File: config.mk
export PLATFORM = sky130hd
export DESIGN_NAME = color_key_sprite_blit_core
export DESIGN_NICKNAME = d
export VERILOG_FILES = /design/src/rtl/cksb_pkg.sv /design/src/rtl/cksb_front.sv /design/src/rtl/cksb_queue.sv /design/src/rtl/cksb_back.sv /design/src/rtl/color_key_sprite_blit_core.sv
export SDC_FILE = /design/constraint.sdc
export NUM_CORES = 1
export LEC_CHECK = 0
export ABC_AREA = 0
export BUFFER_PORTS_ARGS = -buffer_cell sky130_fd_sc_hd__buf_2
export CAP_MARGIN = 25
export CORE_MARGIN = 2
export CORE_UTILIZATION = 40
export DETAILED_ROUTE_END_ITERATION = 16
export GPL_ROUTABILITY_DRIVEN = 0
export PLACE_DENSITY = 0.65
export SYNTH_ARGS = -nofsm -noshare
export SYNTH_HDL_FRONTEND = slang
export SYNTH_SLANG_ARGS = --single-unit
File: constraint.sdc
create_clock -name i_clk -period 4.95 [get_ports i_clk]
set_clock_uncertainty 0.1 [all_clocks]
set_input_delay 0.99 -clock i_clk [delete_from_list [all_inputs] [get_ports i_clk]]
set_output_delay 0.99 -clock i_clk [all_outputs]
set_load 0.1 [all_outputs]
File: src/rtl/cksb_pkg.sv
// ----------------------------------------------------------------------------
// cksb_pkg
// Types and constants shared by the color key sprite blitter.
// ----------------------------------------------------------------------------
package cksb_pkg;

    localparam int SCREEN_WIDTH   = 640;
    localparam int SCREEN_HEIGHT  = 480;
    localparam int MAX_SPRITE_DIM = 1024;

    localparam logic [7:0] KEY_LEVEL = 8'hFF;

    localparam int COLOR_W  = 8;
    localparam int POS_W    = 13;   // dest_x / dest_y
    localparam int DIM_W    = 11;   // sprite_width / sprite_height
    localparam int CNT_W    = $clog2(MAX_SPRITE_DIM);
    localparam int SX_W     = $clog2(SCREEN_WIDTH);
    localparam int SY_W     = $clog2(SCREEN_HEIGHT);
    localparam int ADDR_W   = 19;

    localparam int QUEUE_DEPTH = 4;
    localparam int QPTR_W      = $clog2(QUEUE_DEPTH);
    localparam int QCNT_W      = $clog2(QUEUE_DEPTH + 1);

    localparam int PADDR_W = 4;

    // register indexes (paddr[3:2])
    localparam logic [1:0] REG_DEST_X        = 2'd0;
    localparam logic [1:0] REG_DEST_Y        = 2'd1;
    localparam logic [1:0] REG_SPRITE_WIDTH  = 2'd2;
    localparam logic [1:0] REG_SPRITE_HEIGHT = 2'd3;

    typedef struct packed {
        logic [POS_W-1:0] dest_x;
        logic [POS_W-1:0] dest_y;
        logic [DIM_W-1:0] sprite_width;
        logic [DIM_W-1:0] sprite_height;
    } t_blit_cfg;

    // classified pixel passed from front to back
    typedef struct packed {
        logic               we;
        logic [SX_W-1:0]    sx;
        logic [SY_W-1:0]    sy;
        logic [COLOR_W-1:0] red;
        logic [COLOR_W-1:0] green;
        logic [COLOR_W-1:0] blue;
        logic               last;
    } t_blit_item;

    typedef struct packed {
        logic full;
        logic empty;
        logic [QCNT_W-1:0] level;
    } t_queue_status;

endpackage

File: src/rtl/cksb_front.sv
// ----------------------------------------------------------------------------
// cksb_front
// Sprite position counters; classifies each pixel (visible, key color, last).
// ----------------------------------------------------------------------------
module cksb_front (
    input  logic                        i_clk,
    input  logic                        i_rst_n,
    input  cksb_pkg::t_blit_cfg         i_cfg,
    input  logic                        i_valid,
    input  logic [cksb_pkg::COLOR_W-1:0] i_red,
    input  logic [cksb_pkg::COLOR_W-1:0] i_green,
    input  logic [cksb_pkg::COLOR_W-1:0] i_blue,
    input  logic                        i_full,
    output logic                        o_ready,
    output logic                        o_push,
    output cksb_pkg::t_blit_item        o_item
);

    logic [cksb_pkg::CNT_W-1:0] r_col, n_col;
    logic [cksb_pkg::CNT_W-1:0] r_row, n_row;

    logic [cksb_pkg::DIM_W-1:0] w_clamp, h_clamp, w_m1, h_m1;
    logic [cksb_pkg::POS_W:0]   sx, sy;
    logic                       vis_x, vis_y, key, col_end, row_end, accept;

    function automatic logic [cksb_pkg::DIM_W-1:0] clamp_dim(
        input logic [cksb_pkg::DIM_W-1:0] v
    );
        logic [cksb_pkg::DIM_W-1:0] res;
        if (v == '0) begin
            res = cksb_pkg::DIM_W'(1);
        end else if (v > cksb_pkg::DIM_W'(cksb_pkg::MAX_SPRITE_DIM)) begin
            res = cksb_pkg::DIM_W'(cksb_pkg::MAX_SPRITE_DIM);
        end else begin
            res = v;
        end
        return res;
    endfunction

    assign o_ready = !i_full;
    assign accept  = i_valid && o_ready;
    assign o_push  = accept;

    always_comb begin
        w_clamp = clamp_dim(i_cfg.sprite_width);
        h_clamp = clamp_dim(i_cfg.sprite_height);
        w_m1    = w_clamp - cksb_pkg::DIM_W'(1);
        h_m1    = h_clamp - cksb_pkg::DIM_W'(1);
        col_end = cksb_pkg::DIM_W'(r_col) >= w_m1;
        row_end = cksb_pkg::DIM_W'(r_row) >= h_m1;

        // signed position, one bit wider than dest to hold the sum
        sx = {i_cfg.dest_x[cksb_pkg::POS_W-1], i_cfg.dest_x}
           + (cksb_pkg::POS_W+1)'(r_col);
        sy = {i_cfg.dest_y[cksb_pkg::POS_W-1], i_cfg.dest_y}
           + (cksb_pkg::POS_W+1)'(r_row);
        vis_x = !sx[cksb_pkg::POS_W]
             && (sx[cksb_pkg::POS_W-1:0] < cksb_pkg::POS_W'(cksb_pkg::SCREEN_WIDTH));
        vis_y = !sy[cksb_pkg::POS_W]
             && (sy[cksb_pkg::POS_W-1:0] < cksb_pkg::POS_W'(cksb_pkg::SCREEN_HEIGHT));
        key   = (i_red == cksb_pkg::KEY_LEVEL) && (i_green == '0)
             && (i_blue == cksb_pkg::KEY_LEVEL);

        o_item.we    = vis_x && vis_y && !key;
        o_item.sx    = sx[cksb_pkg::SX_W-1:0];
        o_item.sy    = sy[cksb_pkg::SY_W-1:0];
        o_item.red   = i_red;
        o_item.green = i_green;
        o_item.blue  = i_blue;
        o_item.last  = col_end && row_end;

        n_col = r_col;
        n_row = r_row;
        if (accept) begin
            if (col_end) begin
                n_col = '0;
                n_row = row_end ? '0 : r_row + cksb_pkg::CNT_W'(1);
            end else begin
                n_col = r_col + cksb_pkg::CNT_W'(1);
            end
        end
    end

    always_ff @(posedge i_clk) begin
        if (!i_rst_n) begin
            r_col <= '0;
            r_row <= '0;
        end else begin
            r_col <= n_col;
            r_row <= n_row;
        end
    end

endmodule

File: src/rtl/cksb_queue.sv
// ----------------------------------------------------------------------------
// cksb_queue
// Short FIFO of classified pixels between the front and back parts.
// ----------------------------------------------------------------------------
module cksb_queue (
    input  logic                    i_clk,
    input  logic                    i_rst_n,
    input  logic                    i_push,
    input  cksb_pkg::t_blit_item    i_item,
    input  logic                    i_pop,
    output cksb_pkg::t_blit_item    o_item,
    output cksb_pkg::t_queue_status o_status
);

    cksb_pkg::t_blit_item r_mem [cksb_pkg::QUEUE_DEPTH];

    logic [cksb_pkg::QPTR_W-1:0] r_wr_ptr, n_wr_ptr;
    logic [cksb_pkg::QPTR_W-1:0] r_rd_ptr, n_rd_ptr;
    logic [cksb_pkg::QCNT_W-1:0] r_count, n_count;
    logic                        do_push, do_pop;

    assign o_status.full  = (r_count == cksb_pkg::QCNT_W'(cksb_pkg::QUEUE_DEPTH));
    assign o_status.empty = (r_count == '0);
    assign o_status.level = r_count;
    assign o_item         = r_mem[r_rd_ptr];

    always_comb begin
        do_push  = i_push && !o_status.full;
        do_pop   = i_pop && !o_status.empty;
        n_wr_ptr = do_push ? r_wr_ptr + cksb_pkg::QPTR_W'(1) : r_wr_ptr;
        n_rd_ptr = do_pop  ? r_rd_ptr + cksb_pkg::QPTR_W'(1) : r_rd_ptr;
        n_count  = r_count;
        if (do_push && !do_pop) begin
            n_count = r_count + cksb_pkg::QCNT_W'(1);
        end else if (do_pop && !do_push) begin
            n_count = r_count - cksb_pkg::QCNT_W'(1);
        end
    end

    always_ff @(posedge i_clk) begin
        if (do_push) begin
            r_mem[r_wr_ptr] <= i_item;
        end
    end

    always_ff @(posedge i_clk) begin
        if (!i_rst_n) begin
            r_wr_ptr <= '0;
            r_rd_ptr <= '0;
            r_count  <= '0;
        end else begin
            r_wr_ptr <= n_wr_ptr;
            r_rd_ptr <= n_rd_ptr;
            r_count  <= n_count;
        end
    end

endmodule

File: src/rtl/cksb_back.sv
// ----------------------------------------------------------------------------
// cksb_back
// Builds the framebuffer address and holds the result in an output register.
// ----------------------------------------------------------------------------
module cksb_back (
    input  logic                          i_clk,
    input  logic                          i_rst_n,
    input  logic                          i_empty,
    input  cksb_pkg::t_blit_item          i_item,
    output logic                          o_pop,
    input  logic                          i_ready,
    output logic                          o_valid,
    output logic                          o_we,
    output logic [cksb_pkg::ADDR_W-1:0]   o_addr,
    output logic [cksb_pkg::COLOR_W-1:0]  o_red,
    output logic [cksb_pkg::COLOR_W-1:0]  o_green,
    output logic [cksb_pkg::COLOR_W-1:0]  o_blue,
    output logic                          o_last
);

    logic                         r_valid;
    logic                         r_we;
    logic [cksb_pkg::ADDR_W-1:0]  r_addr, n_addr;
    logic [cksb_pkg::COLOR_W-1:0] r_red, r_green, r_blue;
    logic                         r_last;
    logic                         load;

    assign load  = !i_empty && (!r_valid || i_ready);
    assign o_pop = load;

    // constant multiply: shift-add in synthesis
    always_comb begin
        n_addr = cksb_pkg::ADDR_W'(i_item.sy) * cksb_pkg::ADDR_W'(cksb_pkg::SCREEN_WIDTH)
               + cksb_pkg::ADDR_W'(i_item.sx);
    end

    always_ff @(posedge i_clk) begin
        if (!i_rst_n) begin
            r_valid <= 1'b0;
        end else if (load) begin
            r_valid <= 1'b1;
        end else if (i_ready) begin
            r_valid <= 1'b0;
        end
    end

    always_ff @(posedge i_clk) begin
        if (load) begin
            r_we    <= i_item.we;
            r_addr  <= i_item.we ? n_addr       : '0;
            r_red   <= i_item.we ? i_item.red   : '0;
            r_green <= i_item.we ? i_item.green : '0;
            r_blue  <= i_item.we ? i_item.blue  : '0;
            r_last  <= i_item.last;
        end
    end

    assign o_valid = r_valid;
    assign o_we    = r_we;
    assign o_addr  = r_addr;
    assign o_red   = r_red;
    assign o_green = r_green;
    assign o_blue  = r_blue;
    assign o_last  = r_last;

endmodule

File: src/rtl/color_key_sprite_blit_core.sv
// Each result passes through the queue write, then the output register.
// Throughput: 1 pixel per cycle sustained; the front stalls only when the 4-entry queue fills.
// Each pixel is classified in its accept cycle, the address add happens in the back part.
// Reset (synchronous, active low) clears the counters, queue and output valid and sets
// dest_x = dest_y = 0, sprite_width = sprite_height = 1.
// ----------------------------------------------------------------------------
// color_key_sprite_blit_core
// Color-keyed sprite blitter: one framebuffer write request per sprite pixel.
// ----------------------------------------------------------------------------
module color_key_sprite_blit_core (
    input  logic                           i_clk,
    input  logic                           i_rst_n,
    // config port
    input  logic                           psel,
    input  logic                           penable,
    input  logic                           pwrite,
    input  logic [cksb_pkg::PADDR_W-1:0]   paddr,
    input  logic [31:0]                    pwdata,
    output logic [31:0]                    prdata,
    output logic                           pready,
    // pixel input
    input  logic                           i_s_tvalid,
    output logic                           o_s_tready,
    input  logic [23:0]                    i_s_tdata,  // pixel_red, pixel_green, pixel_blue
    // write requests
    output logic                           o_m_tvalid,
    input  logic                           i_m_tready,
    // write_enable, write_address[18:0], out_red, out_green, out_blue, 4'b0 pad
    output logic [47:0]                    o_m_tdata,
    output logic                           o_m_tlast   // last_pixel
);

    cksb_pkg::t_blit_cfg     r_cfg;
    cksb_pkg::t_blit_item    front_item, queue_item;
    cksb_pkg::t_queue_status q_status;
    logic                    push, pop, cfg_wr;
    logic [1:0]              reg_idx;

    logic                          out_we;
    logic [cksb_pkg::ADDR_W-1:0]   out_addr;
    logic [cksb_pkg::COLOR_W-1:0]  out_red, out_green, out_blue;

    // ---------------- config registers ----------------
    assign pready  = 1'b1;
    assign reg_idx = paddr[3:2];
    assign cfg_wr  = psel && penable && pwrite && pready;

    always_ff @(posedge i_clk) begin
        if (!i_rst_n) begin
            r_cfg.dest_x        <= '0;
            r_cfg.dest_y        <= '0;
            r_cfg.sprite_width  <= cksb_pkg::DIM_W'(1);
            r_cfg.sprite_height <= cksb_pkg::DIM_W'(1);
        end else if (cfg_wr) begin
            case (reg_idx)
                cksb_pkg::REG_DEST_X:        r_cfg.dest_x        <= pwdata[cksb_pkg::POS_W-1:0];
                cksb_pkg::REG_DEST_Y:        r_cfg.dest_y        <= pwdata[cksb_pkg::POS_W-1:0];
                cksb_pkg::REG_SPRITE_WIDTH:  r_cfg.sprite_width  <= pwdata[cksb_pkg::DIM_W-1:0];
                cksb_pkg::REG_SPRITE_HEIGHT: r_cfg.sprite_height <= pwdata[cksb_pkg::DIM_W-1:0];
                default: ;
            endcase
        end
    end

    always_comb begin
        case (reg_idx)
            cksb_pkg::REG_DEST_X:        prdata = 32'(r_cfg.dest_x);
            cksb_pkg::REG_DEST_Y:        prdata = 32'(r_cfg.dest_y);
            cksb_pkg::REG_SPRITE_WIDTH:  prdata = 32'(r_cfg.sprite_width);
            cksb_pkg::REG_SPRITE_HEIGHT: prdata = 32'(r_cfg.sprite_height);
            default:                     prdata = '0;
        endcase
    end

    // ---------------- datapath ----------------
    cksb_front u_front (
        .i_clk   (i_clk),
        .i_rst_n (i_rst_n),
        .i_cfg   (r_cfg),
        .i_valid (i_s_tvalid),
        .i_red   (i_s_tdata[7:0]),
        .i_green (i_s_tdata[15:8]),
        .i_blue  (i_s_tdata[23:16]),
        .i_full  (q_status.full),
        .o_ready (o_s_tready),
        .o_push  (push),
        .o_item  (front_item)
    );

    cksb_queue u_queue (
        .i_clk    (i_clk),
        .i_rst_n  (i_rst_n),
        .i_push   (push),
        .i_item   (front_item),
        .i_pop    (pop),
        .o_item   (queue_item),
        .o_status (q_status)
    );

    cksb_back u_back (
        .i_clk   (i_clk),
        .i_rst_n (i_rst_n),
        .i_empty (q_status.empty),
        .i_item  (queue_item),
        .o_pop   (pop),
        .i_ready (i_m_tready),
        .o_valid (o_m_tvalid),
        .o_we    (out_we),
        .o_addr  (out_addr),
        .o_red   (out_red),
        .o_green (out_green),
        .o_blue  (out_blue),
        .o_last  (o_m_tlast)
    );

    assign o_m_tdata = {4'b0, out_blue, out_green, out_red, out_addr, out_we};

    // ---------------- assertions ----------------
    a_no_write_zero: assert property (@(posedge i_clk) disable iff (!i_rst_n)
        (o_m_tvalid && !out_we) |-> (out_addr == '0 && out_red == '0
                                     && out_green == '0 && out_blue == '0))
        else $error("suppressed write carries nonzero payload");

    a_addr_range: assert property (@(posedge i_clk) disable iff (!i_rst_n)
        (o_m_tvalid && out_we) |->
            (out_addr < cksb_pkg::ADDR_W'(cksb_pkg::SCREEN_WIDTH * cksb_pkg::SCREEN_HEIGHT)))
        else $error("write address beyond framebuffer");

    a_queue_level: assert property (@(posedge i_clk) disable iff (!i_rst_n)
        q_status.level <= cksb_pkg::QCNT_W'(cksb_pkg::QUEUE_DEPTH))
        else $error("queue level overflow");

    a_ready_when_room: assert property (@(posedge i_clk) disable iff (!i_rst_n)
        !q_status.full |-> o_s_tready)
        else $error("input stalled with room in queue");

endmodule
==> qor.txt <==
WORST SETUP PATH
------------------------------------------------------------------------------------
Crit path launch type                                                       register
Critical setup path kind                                                register to register
Largest incremental delay on the critical path                               0.52 ns
Cells along the critical path                                           or3_1 -> or3_1 -> or2_4 -> nor2_1 -> o21bai_1 -> ha_1 -> o21ai_1 -> xnor2_1 -> ha_1 -> nand3_1 -> o31ai_1 -> nand3_2 -> nor3_1
Critical path's top delay family                                        simple AND/OR/NAND/NOR gates
Endpoint type of the worst setup path                                       register
Crit Reg-Reg Endpoint                                                   u_queue.r_mem[3][0]
Reg2reg path depth                                                                13
Beginning of the critical path                                              r_cfg[2]
CP required                                                                  5.08 ns
End point of the critical path                                          u_queue.r_mem[3][0]
Critical path fanouts, max                                                         8
Slowest stage cell on the critical path                                       nor3_1
Setup slack of the most critical reg-to-reg path                             0.76 ns
Critical path depth                                                               13
Source of the worst register-to-register timing path                        r_cfg[2]
Buffer and inverter count on the worst path                                        0
Worst path arrival time                                                      4.33 ns

CLOCKING
------------------------------------------------------------------------------------
CTS hold repair buffers                                                            0
Clock buffer depth                                                                 3
Num Clock Sinks                                                                  303
Buffer cell driving the clock tree root                                    clkbuf_16
Reg clk slew, reported paths                                                 0.05 ns
Number of buffers added by the clock tree synthesis step                          35
Worst-skew pair later-pin latency                                            0.52 ns
Number of buffers added for setup after CTS                                        0
Maximum level of the CTS H-tree                                                    2
CTS tree                                                                         yes
Number of gates resized after CTS                                                  0

FLOORPLAN
------------------------------------------------------------------------------------
Initial core utilization                                                       40.3%
Die outline area                                                           37100 um2
Chip Width                                                                    193 um
Number of placement rows                                                          69
Die Height                                                                    193 um
Placeable Area                                                             35300 um2
# IOs                                                                            151

TIMING
------------------------------------------------------------------------------------
RSZ-0062 raised after global routing                                              no
Transition at the pin with the smallest max-transition slack                0.967 ns
Total count of hold-check failures in the final report                             0
Min cycle time layout                                                        4.19 ns
Fmax achieved                                                                238 MHz
Period utilization                                                             84.7%
Setup total negative slack                                                      0 ns
Worst-case headroom to the max-slew limit                                      35.2%
Total of endpoints with negative setup slack in the final report                   0
Fin. max-slew vios                                                                 0

YOSYS
------------------------------------------------------------------------------------
Sequential element share of the synthesized area                               58.5%
Most used flip-flop cell after synthesis                                    edfxtp_1
Mean area per synthesized cell                                              13.3 um2
Count of cell types in the netlist                                                73
Share of flip-flops with an asynchronous set or reset after synthesis             0%
Synthesized instance count                                                      1068
Warnings from Yosys                                                                0
Register bit total from synthesis                                                303
Number of enable flip-flop cells after synthesis                                 225
Synthesized area                                                           14200 um2

GLOBAL ROUTING
------------------------------------------------------------------------------------
Overall track demand over capacity in global routing                           16.1%
Grt met1 use                                                                   21.8%
GR peak layer                                                                   met2
Global routing met3 resource utilization                                       3.38%
Met2 Resource Use GR                                                           26.4%
Vias in the first global route                                                  8488
Antenna violations before repair                                                   2
Largest net degree at the start of global routing                                 48
Global-route wire length before repair                                       46.4 mm
GRT overflow                                                                       0

LAYOUT
------------------------------------------------------------------------------------
Synthesis-to-finish area growth                                                14.7%
Post-layout net count                                                           1321
Antenna diode instance count                                                       0
Post-route cell area                                                       16300 um2
Final Instance Count excl. Fillers                                              1671
Most common cell after layout, fill and taps aside                          edfxtp_1
Fraction of layout instances using a drive strength above 1                    20.2%
Highest-count cells in the layout ignoring fill and taps                edfxtp_1, buf_2, dfxtp_1

ROUTE
------------------------------------------------------------------------------------
Count of unresolved DRC violations after routing                                   0
Remaining number of nets flagged by the antenna check after routing                0
Total via count after detailed routing                                          8783
Wire per inst                                                                17.7 um
Total Wirelength                                                             29.6 mm
Number of DRC markers in iteration 0                                             592
Via-per-instance ratio                                                          5.26
First drt pass iteration count                                                     5

PLACED DESIGN
------------------------------------------------------------------------------------
Port Buffer Count                                                                105
Dpl cell area                                                              15200 um2
HPWL Detailed                                                                20.5 mm
DP Cell Count                                                                   1606

OUTCOME
------------------------------------------------------------------------------------
Status                                                                     completed

PWR
------------------------------------------------------------------------------------
Post-layout total power                                                      9.45 mW
Leakage component of the power                                               6.07 nW
P per Cell Area                                                           580 nW/um2
Maximum vdd ir drop                                                       0.000545 V

WORST HOLD PATH
------------------------------------------------------------------------------------
Hold crit path type                                                     register to register

JOB
------------------------------------------------------------------------------------
Number of max-cap violations                                                       0

==> registers in the layout (all words and copies together), names as in the netlist, named ones only <==
register and cells:
u_back.o_we 1, u_back.o_green 8, u_back.o_last 1, u_back.o_addr 19, u_queue.r_rd_ptr 2, u_queue.r_mem 180
u_back.o_valid 1, u_front.r_col 10, u_back.o_red 8, r_cfg 48, u_queue.r_wr_ptr 2, u_queue.r_count 3
u_back.o_blue 8, u_front.r_row 10
==> synthesized netlist by cell type (3+ instances only) <==
cell | n | area [um2]
inv_1 | 37 | 139
nand2b_1 | 14 | 87.6
o21ai_0 | 17 | 85.1
a31oi_1 | 6 | 37.5
nor2_1 | 72 | 270
dfxtp_1 | 78 | 1560
a21oi_1 | 55 | 275
buf_4 | 25 | 188
a21o_1 | 12 | 90.1
nand2_1 | 70 | 263
nor4_1 | 7 | 43.8
o21ai_1 | 13 | 65.1
edfxtp_1 | 225 | 6760
and3_1 | 16 | 100
nand4_1 | 9 | 56.3
nor3_1 | 19 | 95.1
mux4_2 | 55 | 1240
buf_2 | 10 | 50.1
o31ai_1 | 7 | 52.6
mux2i_1 | 28 | 280
ha_1 | 66 | 826
nor2b_1 | 42 | 263
and2_1 | 3 | 18.8
xor2_1 | 21 | 184
o211ai_1 | 3 | 22.5
clkbuf_1 | 24 | 90.1
xnor2_1 | 24 | 210
a311oi_1 | 3 | 26.3
fa_1 | 5 | 100
or3_1 | 7 | 43.8
nand3_1 | 29 | 145
o21a_1 | 10 | 75.1
==> area by class of cell <==
class | instances | area (um2)
fillers | 3137 | 19000
flip-flops and latches | 303 | 8320
multi-input cells | 688 | 5540
clock buffers | 46 | 927
repair buffers | 117 | 636
well taps | 461 | 577
clock inverters | 18 | 155
inverters | 38 | 143
==> where the power goes <==
| part | switching (mW) | total (mW) | internal (mW) | leakage (nW) |
|---|---|---|---|---|
| clock network | 1.02 | 2.41 | 1.39 | 0.519 |
| registers | 0.167 | 3.44 | 3.27 | 2.71 |
| logic | 2.63 | 3.60 | 0.972 | 2.85 |
==> routing by layer <==
layer	up-vias	routed length, um	part of all wire (%)
met5	-	23	0.078
met4	4	553	1.9
met3	41	1690	5.7
met2	218	14000	47
met1	4311	13300	45
li1	4209	-	-
==> how the worst min path moves through the flow <==
stage          startpoint        end  depth (start not counted)
2_1_floorplan   r_cfg[22]  r_cfg[22]                          2
3_3_place_gp    r_cfg[33]  r_cfg[33]                          2
3_5_place_dp    r_cfg[33]  r_cfg[33]                          2
4_1_cts         r_cfg[33]  r_cfg[33]                          2
5_1_grt         r_cfg[31]  r_cfg[31]                          2
6_report        r_cfg[33]  r_cfg[33]                          2
==> worst min-delay path: cells and delay by family (launching register included) <==
family           cells  cell delay, ns
flip-flops           1            0.32
AND/OR/NAND/NOR      1            0.06
AO/OA/AOI/OAI        1            0.06
==> kinds of logic after synthesis <==
kind of cell	after synthesis	share of synthesized area, %
adders and majority gates	71	6.51
and+or+nand+nor	308	11.0
muxes	84	10.8
xor gates and xnor gates	45	2.77
other	2	0.0528
buffers and inverters	99	3.36
AOI/OAI and AO/OA	156	7.05
DFF	303	58.5
==> stage by stage <==
step                utilization (%)  hold WS (ns)  setup slack, ns
floorplan                         -         0.350            0.235
global placement               43.0         0.372            0.879
detailed placement             43.0         0.380            0.774
CTS                            46.1         0.384            0.758
global route                   46.2         0.407            0.389
finish                         46.2         0.388            0.755
(Power assumes the default switching activity.)
